[config.mk]
export PLATFORM = sky130hd
export DESIGN_NAME = matrix_multiply_engine_flat
export DESIGN_NICKNAME = d
export VERILOG_FILES = /design/src/rtl/mme_pkg.sv /design/src/rtl/mme_if.sv /design/src/rtl/mme_ctrl.sv /design/src/rtl/mme_datapath.sv /design/src/rtl/matrix_multiply_engine.sv /design/src/flat_wrapper.sv
export SDC_FILE = /design/constraint.sdc
export NUM_CORES = 2
export LEC_CHECK = 0
export ABC_AREA = 1
export BUFFER_PORTS_ARGS = -buffer_cell sky130_fd_sc_hd__buf_2
export CORE_ASPECT_RATIO = 0.75
export CORE_MARGIN = 4
export CORE_UTILIZATION = 35
export CTS_CLUSTER_DIAMETER = 80
export CTS_CLUSTER_SIZE = 25
export DETAILED_ROUTE_END_ITERATION = 7
export GPL_TIMING_DRIVEN = 0
export PLACE_DENSITY = 0.6
export SYNTH_ARGS = -nofsm -noshare
export SYNTH_HDL_FRONTEND = slang
export SYNTH_SLANG_ARGS = --single-unit
[constraint.sdc]
create_clock -name clock -period 9.2 [get_ports clock]
set_clock_uncertainty 0.05 [all_clocks]
set_input_delay 0.92 -clock clock [delete_from_list [all_inputs] [get_ports clock]]
set_output_delay 0.92 -clock clock [all_outputs]
set_load 0.02 [all_outputs]
[src/rtl/mme_pkg.sv]
// Shared constants, types and helpers of the matrix multiply engine.
package mme_pkg;

   localparam int MAX_DIM   = 8;
   localparam int DIM_W     = 4;
   localparam int CNT_W     = 3;
   localparam int ADDR_W    = 6;
   localparam int DEPTH     = MAX_DIM * MAX_DIM;
   localparam int DATA_W    = 16;
   localparam int PROD_W    = 2 * DATA_W;
   localparam int ACC_W     = PROD_W + CNT_W;
   localparam int OPC_W     = 2;
   localparam int CSR_IDX_W = 2;

   localparam logic [OPC_W-1:0] OP_LOAD_A  = 2'd0;
   localparam logic [OPC_W-1:0] OP_LOAD_B  = 2'd1;
   localparam logic [OPC_W-1:0] OP_COMPUTE = 2'd2;

   localparam logic [CSR_IDX_W-1:0] REG_ROW_COUNT   = 2'd0;
   localparam logic [CSR_IDX_W-1:0] REG_COL_COUNT   = 2'd1;
   localparam logic [CSR_IDX_W-1:0] REG_INNER_COUNT = 2'd2;

   // Commands from the sequencer to the datapath.
   typedef struct packed {
      logic              rd_en;
      logic              first;
      logic [ADDR_W-1:0] addr_a;
      logic [ADDR_W-1:0] addr_b;
      logic              emit;
      logic [CNT_W-1:0]  row;
      logic [CNT_W-1:0]  col;
      logic              last;
   } cmd_type;

   // Status from the datapath back to the sequencer.
   typedef struct packed {
      logic pipe_empty;
      logic out_free;
   } status_type;

   // A size of zero acts as one, anything above the maximum as the maximum.
   function automatic logic [DIM_W-1:0] clamp_dim(input logic [DIM_W-1:0] v);
      logic [DIM_W-1:0] r;
      r = v;
      if (v == '0) begin
         r = DIM_W'(1);
      end else if (v > DIM_W'(MAX_DIM)) begin
         r = DIM_W'(MAX_DIM);
      end
      return r;
   endfunction

endpackage

[src/rtl/mme_if.sv]
// Channel interfaces of the matrix multiply engine: request, response and register write.
interface mme_req_if;
   logic                                valid;
   logic                                ready;
   logic        [mme_pkg::OPC_W-1:0]    opcode;
   logic        [mme_pkg::ADDR_W-1:0]   element_index;
   logic signed [mme_pkg::DATA_W-1:0]   element_value;

   modport source (output valid, output opcode, output element_index, output element_value,
                   input ready);
   modport sink   (input valid, input opcode, input element_index, input element_value,
                   output ready);
endinterface

interface mme_rsp_if;
   logic                                valid;
   logic                                ready;
   logic signed [mme_pkg::DATA_W-1:0]   product_value;
   logic        [mme_pkg::CNT_W-1:0]    product_row;
   logic        [mme_pkg::CNT_W-1:0]    product_col;
   logic                                saturated;
   logic                                last_of_run;

   modport source (output valid, output product_value, output product_row,
                   output product_col, output saturated, output last_of_run, input ready);
   modport sink   (input valid, input product_value, input product_row,
                   input product_col, input saturated, input last_of_run, output ready);
endinterface

interface mme_csr_if;
   logic                                valid;
   logic                                ready;
   logic        [mme_pkg::CSR_IDX_W-1:0] index;
   logic        [mme_pkg::DIM_W-1:0]     data;

   modport source (output valid, output index, output data, input ready);
   modport sink   (input valid, input index, input data, output ready);
endinterface

[src/rtl/mme_ctrl.sv]
// Sequencer of the matrix multiply engine: size registers and the row, column, inner walk.
module mme_ctrl (
   input  logic                              clock,
   input  logic                              reset,
   input  logic                              req_valid,
   input  logic [mme_pkg::OPC_W-1:0]         req_opcode,
   input  logic                              csr_valid,
   input  logic [mme_pkg::CSR_IDX_W-1:0]     csr_index,
   input  logic [mme_pkg::DIM_W-1:0]         csr_data,
   output logic                              idle,
   output mme_pkg::cmd_type                  cmd,
   input  mme_pkg::status_type               status
);
   import mme_pkg::*;

   localparam logic [1:0] ST_IDLE  = 2'd0;
   localparam logic [1:0] ST_ISSUE = 2'd1;
   localparam logic [1:0] ST_WAIT  = 2'd2;

   logic [1:0]        state_ff, state_in;
   logic [DIM_W-1:0]  row_count_ff, row_count_in;
   logic [DIM_W-1:0]  col_count_ff, col_count_in;
   logic [DIM_W-1:0]  inner_count_ff, inner_count_in;
   logic [DIM_W-1:0]  n_ff, n_in;
   logic [DIM_W-1:0]  k_ff, k_in;
   logic [CNT_W-1:0]  m_last_ff, m_last_in;
   logic [CNT_W-1:0]  n_last_ff, n_last_in;
   logic [CNT_W-1:0]  k_last_ff, k_last_in;
   logic [CNT_W-1:0]  i_ff, i_in;
   logic [CNT_W-1:0]  j_ff, j_in;
   logic [CNT_W-1:0]  t_ff, t_in;
   logic [ADDR_W-1:0] a_base_ff, a_base_in;
   logic [ADDR_W-1:0] a_addr_ff, a_addr_in;
   logic [ADDR_W-1:0] b_addr_ff, b_addr_in;
   logic [DIM_W-1:0]  m_clamp, n_clamp, k_clamp;
   logic              elem_last;

   assign idle    = (state_ff == ST_IDLE);
   assign m_clamp = clamp_dim(row_count_ff);
   assign n_clamp = clamp_dim(col_count_ff);
   assign k_clamp = clamp_dim(inner_count_ff);
   assign elem_last = (i_ff == m_last_ff) && (j_ff == n_last_ff);

   always_comb begin
      row_count_in   = row_count_ff;
      col_count_in   = col_count_ff;
      inner_count_in = inner_count_ff;
      if (csr_valid) begin
         unique case (csr_index)
            REG_ROW_COUNT:   row_count_in   = csr_data;
            REG_COL_COUNT:   col_count_in   = csr_data;
            REG_INNER_COUNT: inner_count_in = csr_data;
            default: ;
         endcase
      end
   end

   always_comb begin
      state_in  = state_ff;
      n_in      = n_ff;
      k_in      = k_ff;
      m_last_in = m_last_ff;
      n_last_in = n_last_ff;
      k_last_in = k_last_ff;
      i_in      = i_ff;
      j_in      = j_ff;
      t_in      = t_ff;
      a_base_in = a_base_ff;
      a_addr_in = a_addr_ff;
      b_addr_in = b_addr_ff;
      cmd        = '0;
      cmd.addr_a = a_addr_ff;
      cmd.addr_b = b_addr_ff;
      cmd.first  = (t_ff == '0);
      cmd.row    = i_ff;
      cmd.col    = j_ff;
      cmd.last   = elem_last;

      unique case (state_ff)
         ST_IDLE: begin
            if (req_valid && req_opcode == OP_COMPUTE) begin
               n_in      = n_clamp;
               k_in      = k_clamp;
               m_last_in = CNT_W'(m_clamp - DIM_W'(1));
               n_last_in = CNT_W'(n_clamp - DIM_W'(1));
               k_last_in = CNT_W'(k_clamp - DIM_W'(1));
               i_in      = '0;
               j_in      = '0;
               t_in      = '0;
               a_base_in = '0;
               a_addr_in = '0;
               b_addr_in = '0;
               state_in  = ST_ISSUE;
            end
         end
         ST_ISSUE: begin
            cmd.rd_en = 1'b1;
            if (t_ff == k_last_ff) begin
               t_in     = '0;
               state_in = ST_WAIT;
            end else begin
               t_in      = t_ff + CNT_W'(1);
               a_addr_in = a_addr_ff + ADDR_W'(1);
               b_addr_in = b_addr_ff + ADDR_W'(n_ff);
            end
         end
         ST_WAIT: begin
            // The sum is final once the read and multiply stages have drained.
            if (status.pipe_empty && status.out_free) begin
               cmd.emit = 1'b1;
               if (elem_last) begin
                  state_in = ST_IDLE;
               end else if (j_ff == n_last_ff) begin
                  j_in      = '0;
                  i_in      = i_ff + CNT_W'(1);
                  a_base_in = a_base_ff + ADDR_W'(k_ff);
                  a_addr_in = a_base_ff + ADDR_W'(k_ff);
                  b_addr_in = '0;
                  state_in  = ST_ISSUE;
               end else begin
                  j_in      = j_ff + CNT_W'(1);
                  a_addr_in = a_base_ff;
                  b_addr_in = ADDR_W'(j_ff + CNT_W'(1));
                  state_in  = ST_ISSUE;
               end
            end
         end
         default: begin
            state_in = ST_IDLE;
         end
      endcase
   end

   always_ff @(posedge clock) begin
      if (reset) begin
         state_ff       <= ST_IDLE;
         row_count_ff   <= DIM_W'(MAX_DIM);
         col_count_ff   <= DIM_W'(MAX_DIM);
         inner_count_ff <= DIM_W'(MAX_DIM);
      end else begin
         state_ff       <= state_in;
         row_count_ff   <= row_count_in;
         col_count_ff   <= col_count_in;
         inner_count_ff <= inner_count_in;
      end
   end

   always_ff @(posedge clock) begin
      n_ff      <= n_in;
      k_ff      <= k_in;
      m_last_ff <= m_last_in;
      n_last_ff <= n_last_in;
      k_last_ff <= k_last_in;
      i_ff      <= i_in;
      j_ff      <= j_in;
      t_ff      <= t_in;
      a_base_ff <= a_base_in;
      a_addr_ff <= a_addr_in;
      b_addr_ff <= b_addr_in;
   end

endmodule

[src/rtl/mme_datapath.sv]
// Datapath of the matrix multiply engine: element stores, multiplier, accumulator, result register.
module mme_datapath (
   input  logic                              clock,
   input  logic                              reset,
   input  logic                              load_accept,
   input  logic [mme_pkg::OPC_W-1:0]         load_opcode,
   input  logic [mme_pkg::ADDR_W-1:0]        load_index,
   input  logic signed [mme_pkg::DATA_W-1:0] load_value,
   input  mme_pkg::cmd_type                  cmd,
   output mme_pkg::status_type               status,
   output logic                              out_valid,
   input  logic                              out_ready,
   output logic signed [mme_pkg::DATA_W-1:0] out_value,
   output logic [mme_pkg::CNT_W-1:0]         out_row,
   output logic [mme_pkg::CNT_W-1:0]         out_col,
   output logic                              out_saturated,
   output logic                              out_last
);
   import mme_pkg::*;

   localparam int Q_W = ACC_W - 8;

   logic signed [DATA_W-1:0] store_a_ff [DEPTH];
   logic signed [DATA_W-1:0] store_b_ff [DEPTH];
   logic signed [DATA_W-1:0] rd_a_ff, rd_b_ff;
   logic                     rd_valid_ff, rd_valid_in;
   logic                     rd_first_ff;
   logic signed [PROD_W-1:0] prod_ff, prod_in;
   logic                     prod_valid_ff, prod_valid_in;
   logic                     prod_first_ff;
   logic signed [ACC_W-1:0]  acc_ff, acc_in;
   logic signed [Q_W-1:0]    q;
   logic                     sat_hi, sat_lo;
   logic signed [DATA_W-1:0] sat_value;
   logic                     out_valid_ff, out_valid_in;
   logic signed [DATA_W-1:0] out_value_ff, out_value_in;
   logic [CNT_W-1:0]         out_row_ff, out_row_in;
   logic [CNT_W-1:0]         out_col_ff, out_col_in;
   logic                     out_sat_ff, out_sat_in;
   logic                     out_last_ff, out_last_in;

   // Stores are written by load beats and read one entry each per issue cycle.
   always_ff @(posedge clock) begin
      if (load_accept && load_opcode == OP_LOAD_A) begin
         store_a_ff[load_index] <= load_value;
      end
      if (load_accept && load_opcode == OP_LOAD_B) begin
         store_b_ff[load_index] <= load_value;
      end
      if (cmd.rd_en) begin
         rd_a_ff <= store_a_ff[cmd.addr_a];
         rd_b_ff <= store_b_ff[cmd.addr_b];
      end
   end

   assign rd_valid_in   = cmd.rd_en;
   assign prod_valid_in = rd_valid_ff;
   assign prod_in       = rd_a_ff * rd_b_ff;

   always_comb begin
      acc_in = acc_ff;
      if (prod_valid_ff) begin
         if (prod_first_ff) begin
            acc_in = ACC_W'(prod_ff);
         end else begin
            acc_in = acc_ff + ACC_W'(prod_ff);
         end
      end
   end

   // An arithmetic shift by 8 rounds toward minus infinity.
   assign q      = acc_ff[ACC_W-1:8];
   assign sat_hi = !q[Q_W-1] && (q[Q_W-2:DATA_W-1] != '0);
   assign sat_lo =  q[Q_W-1] && (q[Q_W-2:DATA_W-1] != '1);

   always_comb begin
      if (sat_hi) begin
         sat_value = {1'b0, {(DATA_W-1){1'b1}}};
      end else if (sat_lo) begin
         sat_value = {1'b1, {(DATA_W-1){1'b0}}};
      end else begin
         sat_value = q[DATA_W-1:0];
      end
   end

   always_comb begin
      out_valid_in = out_valid_ff && !out_ready;
      out_value_in = out_value_ff;
      out_row_in   = out_row_ff;
      out_col_in   = out_col_ff;
      out_sat_in   = out_sat_ff;
      out_last_in  = out_last_ff;
      if (cmd.emit) begin
         out_valid_in = 1'b1;
         out_value_in = sat_value;
         out_row_in   = cmd.row;
         out_col_in   = cmd.col;
         out_sat_in   = sat_hi || sat_lo;
         out_last_in  = cmd.last;
      end
   end

   always_ff @(posedge clock) begin
      if (reset) begin
         rd_valid_ff   <= 1'b0;
         prod_valid_ff <= 1'b0;
         out_valid_ff  <= 1'b0;
      end else begin
         rd_valid_ff   <= rd_valid_in;
         prod_valid_ff <= prod_valid_in;
         out_valid_ff  <= out_valid_in;
      end
   end

   always_ff @(posedge clock) begin
      rd_first_ff   <= cmd.first;
      prod_ff       <= prod_in;
      prod_first_ff <= rd_first_ff;
      acc_ff        <= acc_in;
      out_value_ff  <= out_value_in;
      out_row_ff    <= out_row_in;
      out_col_ff    <= out_col_in;
      out_sat_ff    <= out_sat_in;
      out_last_ff   <= out_last_in;
   end

   assign status.pipe_empty = !rd_valid_ff && !prod_valid_ff;
   assign status.out_free   = !out_valid_ff || out_ready;

   assign out_valid     = out_valid_ff;
   assign out_value     = out_value_ff;
   assign out_row       = out_row_ff;
   assign out_col       = out_col_ff;
   assign out_saturated = out_sat_ff;
   assign out_last      = out_last_ff;

endmodule

[src/rtl/matrix_multiply_engine.sv]
// Top level of the matrix multiply engine: sequencer and datapath joined to the channels.
//
// Load beats on req_if (opcode load A or load B) write one signed Q8.8 element
// into a 64-entry store at the given row-major index and return nothing. A
// compute beat walks the M x N product in row-major order and returns one
// rsp_if beat per element, the final one flagged last_of_run.
// Each element reads K pairs of entries, one pair per cycle, through a read
// register and a registered 16x16 multiplier into a 35-bit accumulator.
// req_if.ready is high only while no compute is in progress.
// Sizes are written on csr_if (index 0 rows M, 1 columns N, 2 inner K), which
// is always ready; write them only while the engine is idle.
// Reset sets all sizes to 8 and empties the pipeline; the stores keep no reset
// value and each entry must be loaded before a compute reads it.
// A stalled receiver holds the result beat in the output register and the walk
// waits until that register is free, so nothing is dropped.
module matrix_multiply_engine (
   input logic      clock,
   input logic      reset,
   mme_req_if.sink  req_if,
   mme_rsp_if.source rsp_if,
   mme_csr_if.sink  csr_if
);
   import mme_pkg::*;

   cmd_type    cmd;
   status_type status;
   logic       idle;
   logic       req_accept;

   assign req_if.ready = idle;
   assign csr_if.ready = 1'b1;
   assign req_accept   = req_if.valid && idle;

   mme_ctrl u_ctrl (
      .clock      (clock),
      .reset      (reset),
      .req_valid  (req_if.valid),
      .req_opcode (req_if.opcode),
      .csr_valid  (csr_if.valid),
      .csr_index  (csr_if.index),
      .csr_data   (csr_if.data),
      .idle       (idle),
      .cmd        (cmd),
      .status     (status)
   );

   mme_datapath u_datapath (
      .clock         (clock),
      .reset         (reset),
      .load_accept   (req_accept),
      .load_opcode   (req_if.opcode),
      .load_index    (req_if.element_index),
      .load_value    (req_if.element_value),
      .cmd           (cmd),
      .status        (status),
      .out_valid     (rsp_if.valid),
      .out_ready     (rsp_if.ready),
      .out_value     (rsp_if.product_value),
      .out_row       (rsp_if.product_row),
      .out_col       (rsp_if.product_col),
      .out_saturated (rsp_if.saturated),
      .out_last      (rsp_if.last_of_run)
   );

endmodule

[src/flat_wrapper.sv]
// flat-port wrapper written by rule: the top's interface ports become plain ports
module matrix_multiply_engine_flat import mme_pkg::*;
  (clock, reset, req_if_valid, req_if_opcode, req_if_element_index, req_if_element_value, req_if_ready, rsp_if_valid, rsp_if_product_value, rsp_if_product_row, rsp_if_product_col, rsp_if_saturated, rsp_if_last_of_run, rsp_if_ready, csr_if_valid, csr_if_index, csr_if_data, csr_if_ready);
  mme_req_if req_if_i ();
  mme_rsp_if rsp_if_i ();
  mme_csr_if csr_if_i ();
  input logic clock;
  input logic reset;
  input wire logic [$bits(req_if_i.valid)-1:0] req_if_valid;
  input wire logic [$bits(req_if_i.opcode)-1:0] req_if_opcode;
  input wire logic [$bits(req_if_i.element_index)-1:0] req_if_element_index;
  input wire logic [$bits(req_if_i.element_value)-1:0] req_if_element_value;
  output wire logic [$bits(req_if_i.ready)-1:0] req_if_ready;
  output wire logic [$bits(rsp_if_i.valid)-1:0] rsp_if_valid;
  output wire logic [$bits(rsp_if_i.product_value)-1:0] rsp_if_product_value;
  output wire logic [$bits(rsp_if_i.product_row)-1:0] rsp_if_product_row;
  output wire logic [$bits(rsp_if_i.product_col)-1:0] rsp_if_product_col;
  output wire logic [$bits(rsp_if_i.saturated)-1:0] rsp_if_saturated;
  output wire logic [$bits(rsp_if_i.last_of_run)-1:0] rsp_if_last_of_run;
  input wire logic [$bits(rsp_if_i.ready)-1:0] rsp_if_ready;
  input wire logic [$bits(csr_if_i.valid)-1:0] csr_if_valid;
  input wire logic [$bits(csr_if_i.index)-1:0] csr_if_index;
  input wire logic [$bits(csr_if_i.data)-1:0] csr_if_data;
  output wire logic [$bits(csr_if_i.ready)-1:0] csr_if_ready;
  assign req_if_i.valid = req_if_valid;
  assign req_if_i.opcode = req_if_opcode;
  assign req_if_i.element_index = req_if_element_index;
  assign req_if_i.element_value = req_if_element_value;
  assign req_if_ready = req_if_i.ready;
  assign rsp_if_valid = rsp_if_i.valid;
  assign rsp_if_product_value = rsp_if_i.product_value;
  assign rsp_if_product_row = rsp_if_i.product_row;
  assign rsp_if_product_col = rsp_if_i.product_col;
  assign rsp_if_saturated = rsp_if_i.saturated;
  assign rsp_if_last_of_run = rsp_if_i.last_of_run;
  assign rsp_if_i.ready = rsp_if_ready;
  assign csr_if_i.valid = csr_if_valid;
  assign csr_if_i.index = csr_if_index;
  assign csr_if_i.data = csr_if_data;
  assign csr_if_ready = csr_if_i.ready;
  matrix_multiply_engine u_core (.clock(clock), .reset(reset), .req_if(req_if_i), .rsp_if(rsp_if_i), .csr_if(csr_if_i));
endmodule
==> metrics list <==
* Number of fillers in the final layout: 27,380
- For this configuration, the core starts out at a cell density of 0.353.
- Once the clock tree was built, the setup fixing pass inserted 0 buffers.
- Adding up every negative setup slack in the final design gives 0 ns.
* Global-route wire length before repair: 489,000 um
- For this run, the detailed router's first-pass iteration total came to 6.
- Across all layers, the routed design uses 72,040 vias.
- Setup slack on the worst reg-to-reg path comes out at 1.92 ns.
* Run status: finished with violations
- The clock net in this run drives a total of 2,234 sinks.
- Synthesis instantiated 44 different standard cells from the library.
- The floorplan has 170 rows.
* Class of the most critical setup path: register to register
- Part of the cycle the worst path needs: 0.792
- During synthesis, Yosys emitted a total of 0 warnings.
* Slew Limit Fails: 1
* Top Ports: 62
* Mean Syn Cell Area: 11.5 um2
- Clock Tree Buf Depth: 3
- Placeable core area: 0.287 mm2
- The clock period could shrink to 7.28 ns.
* Final-report setup violation count: 0
- Post-Syn Area: 0.102 mm2
- The checks that failed: max-capacitance violations, max-slew violations.
* Cell area after layout: 0.113 mm2
- The H-tree was split into 3 levels.
* RSZ-0062 raised after global routing: false
- Routability-driven placement finished with a final weighted congestion of 1.01.
- The multi-input combinational cells in the finished layout cover a total of 0.0308 mm2.
* Die Width: 630 um
- In this run the cell area measured after placement is 0.110 mm2.
* GRT overflow: 0
* Post-detailed-placement half-perimeter wirelength: 249,000 um
- Of the cells placed in the final design, the portion with a size suffix greater than 1 is 0.0692.
* Remaining antenna violation count after routing: 0
- Drt wl/cell: 26.6 um
- Wire length on met1: 148,000 um
- The die covers 0.299 mm2.
- Number of storage elements in the synthesis netlist: 2,234
* Maximum number of pins on one net before global-route repair: 93
* Total CTS buffers: 106
* Wire length reported by the detailed router: 348,000 um
- In the detailed route, the total length drawn on met3 is 47,500 um.
- Vias per Instance: 5.51
- The number of global-route vias before repair came to 66,948.
* Area used by sequential logic in the layout: 0.0666 mm2
- Clock-pin slew was measured on the worst setup and hold paths at 0.10 ns.
- Yosys mapped a number of flops with a built-in enable equal to 2,183.
- Data on the critical path is required at its endpoint by 9.79 ns.
- STA classifies the critical path endpoint as a register.
* Max-cap violation count: 1
- Post_cts resized: 0
- Synthesis produced a netlist with a net count of 9,294.
- In this run, the number of DRC markers left after iteration 0 of detailed routing was 11,372.
* Clk Tree Root Cell: clkbuf_16
- Wire length on met2: 143,000 um
- Hold is met by 0.303 ns.
- Initial antenna violation count: 34
- Top Layer Used: met5
* Dominant synthesized flop cell: edfxtp_1
* Cell count after synthesis: 8,858
* Data arrival time of the critical path: 7.87 ns
- Count of input and output buffers: 60
* Largest fanout of any net on the critical path: 10
* P&R area growth vs syn: 11.1%
- The number of hold violations in the final report came to 0.
* Slew of the pin with the lowest slew margin: 1.50 ns
* Clock insertion delay at the later pin of the skew report: 0.84 ns
* CTS tree: yes
* Post-synthesis sequential area ratio: 0.656
- The die is 475 um tall.
- For this run, asynchronously set or reset flops after synthesis account for 0.
- Layout net count: 9,594
- Fmax achieved: 137 MHz
* Number of remaining DRC errors: 0
- The min-delay analysis places its worst path in the category register to register.
* Launching element type of the critical path: register
* Overall global routing resource usage: 0.226
* Hold buffers post-CTS: 0
- Headroom to the max-slew limit came out at -0.00632.
-- state kept, by name, summed over array words and instances (netlist names), 4 cells and up --
name and count:
u_core.u_datapath.prod_ff 32, u_core.u_datapath.out_value 16, u_core.u_ctrl.n_ff 4, u_core.u_ctrl.k_ff 4
u_core.u_datapath.rd_a_ff 16, u_core.u_ctrl.a_addr_ff 6, u_core.u_datapath.rd_b_ff 16, u_core.u_datapath.store_a_ff 1024
u_core.u_ctrl.a_base_ff 6, u_core.u_datapath.acc_ff 35, u_core.u_ctrl.col_count_ff 4, u_core.u_datapath.store_b_ff 1024
u_core.u_ctrl.row_count_ff 4, u_core.u_ctrl.inner_count_ff 4, u_core.u_ctrl.b_addr_ff 6
-- layer usage --
metal / vias up / GRT usage
li1: 31102 / -
met1: 35978 / 0.336
met2: 4515 / 0.320
met3: 435 / 0.0680
met4: 10 / 0.0518
met5: - / 0.0147
-- through the flow --
step           worst slack, ns  instances   util
3_3_place_gp              2.16      12788  0.371
2_1_floorplan             3.60       8858      -
3_5_place_dp              2.16      12920  0.382
6_report                  1.92      13080  0.392
5_1_grt                   1.76      13069  0.392
4_1_cts                   2.10      13062  0.392
-- cells by family (layout without fill, tap and decap cells) --
family | after synthesis | after routing | synth area share
AO/OA/AOI/OAI | 1627 | 1627 | 0.0863
adder cells (fa/ha/maj) | 401 | 401 | 0.0690
AND/OR/NAND/NOR | 3331 | 3331 | 0.128
buffers and inverters | 1094 | 1428 | 0.0454
XOR/XNOR | 57 | 57 | 0.00492
flip-flops | 2234 | 2234 | 0.656
other | 1 | 19 | 0.0000369
multiplexers | 113 | 113 | 0.0111
-- synthesized netlist by cell type, types with 51 or more instances --
library cell,number,share of area
o21ai_0,878,0.043
fa_1,265,0.052
buf_2,102,0.0050
edfxtp_1,2183,0.65
a21oi_1,231,0.011
mux2i_1,113,0.011
clkbuf_1,314,0.012
o22ai_1,387,0.024
nand3_1,237,0.012
ha_1,136,0.017
inv_1,587,0.022
dfxtp_1,51,0.010
nor2_1,1177,0.044
o21ai_1,76,0.0037
nand2_1,1834,0.068
-- layout make-up --
type                            instances  share of cell area
Sequential cell                      2234               0.590
Multi-Input combinational cell       5530               0.273
Tap cell                             3870              0.0429
Timing Repair Buffer                  192              0.0255
Clock buffer                          118              0.0239
Buffer                                501              0.0211
Inverter                              593              0.0198
Clock inverter                         24             0.00338
Antenna cell                           18            0.000399
-- cells in the final DEF, fill, tap and decap left out, types with 22 or more instances in the layout --
| cell | n |
|---|---|
| a21oi_1 | 231 |
| buf_1 | 22 |
| buf_16 | 38 |
| buf_2 | 146 |
| buf_4 | 28 |
| buf_6 | 50 |
| buf_8 | 87 |
| clkbuf_1 | 326 |
| clkbuf_16 | 106 |
| dfxtp_1 | 50 |
| edfxtp_1 | 2183 |
| fa_1 | 265 |
| ha_1 | 135 |
| inv_1 | 587 |
| mux2i_1 | 113 |
| nand2_1 | 1834 |
| nand3_1 | 237 |
| nor2_1 | 1048 |
| nor2_2 | 118 |
| nor3_1 | 35 |
| o21ai_0 | 878 |
| o21ai_1 | 76 |
| o22ai_1 | 387 |
| xnor2_1 | 29 |
| xor2_1 | 28 |
-- path summary, 6_finish.rpt --
path                                                           endpoint  cells past startpoint                              startpoint
worst max-delay path              u_core.u_datapath.prod_ff[31]$_DFF_P_                     22  u_core.u_datapath.rd_a_ff[7]$_DFFE_PP_
worst min-delay path            u_core.u_datapath.prod_first_ff$_DFF_P_                      0   u_core.u_datapath.rd_first_ff$_DFF_P_
worst max register to register    u_core.u_datapath.prod_ff[31]$_DFF_P_                     22  u_core.u_datapath.rd_a_ff[7]$_DFFE_PP_
worst min register to register  u_core.u_datapath.prod_first_ff$_DFF_P_                      0   u_core.u_datapath.rd_first_ff$_DFF_P_
-- critical path: stages, from the launching register on --
cell      delay [ns]
edfxtp_1        0.35
clkbuf_1        0.59
clkbuf_1        0.63
nand2_1         0.18
fa_1            0.58
inv_1           0.05
fa_1            0.50
inv_1           0.06
fa_1            0.52
inv_1           0.05
fa_1            0.45
fa_1            0.51
inv_1           0.06
fa_1            0.49
inv_1           0.07
ha_1            0.39
a21o_1          0.27
a31oi_1         0.44
nand3_1         0.35
nand2_1         0.15
nand3_1         0.20
nand2_1         0.12
nand2_1         0.06
Power is not shown: default switching activity piles up to over one toggle a cycle in this logic, so the estimate is an artifact.
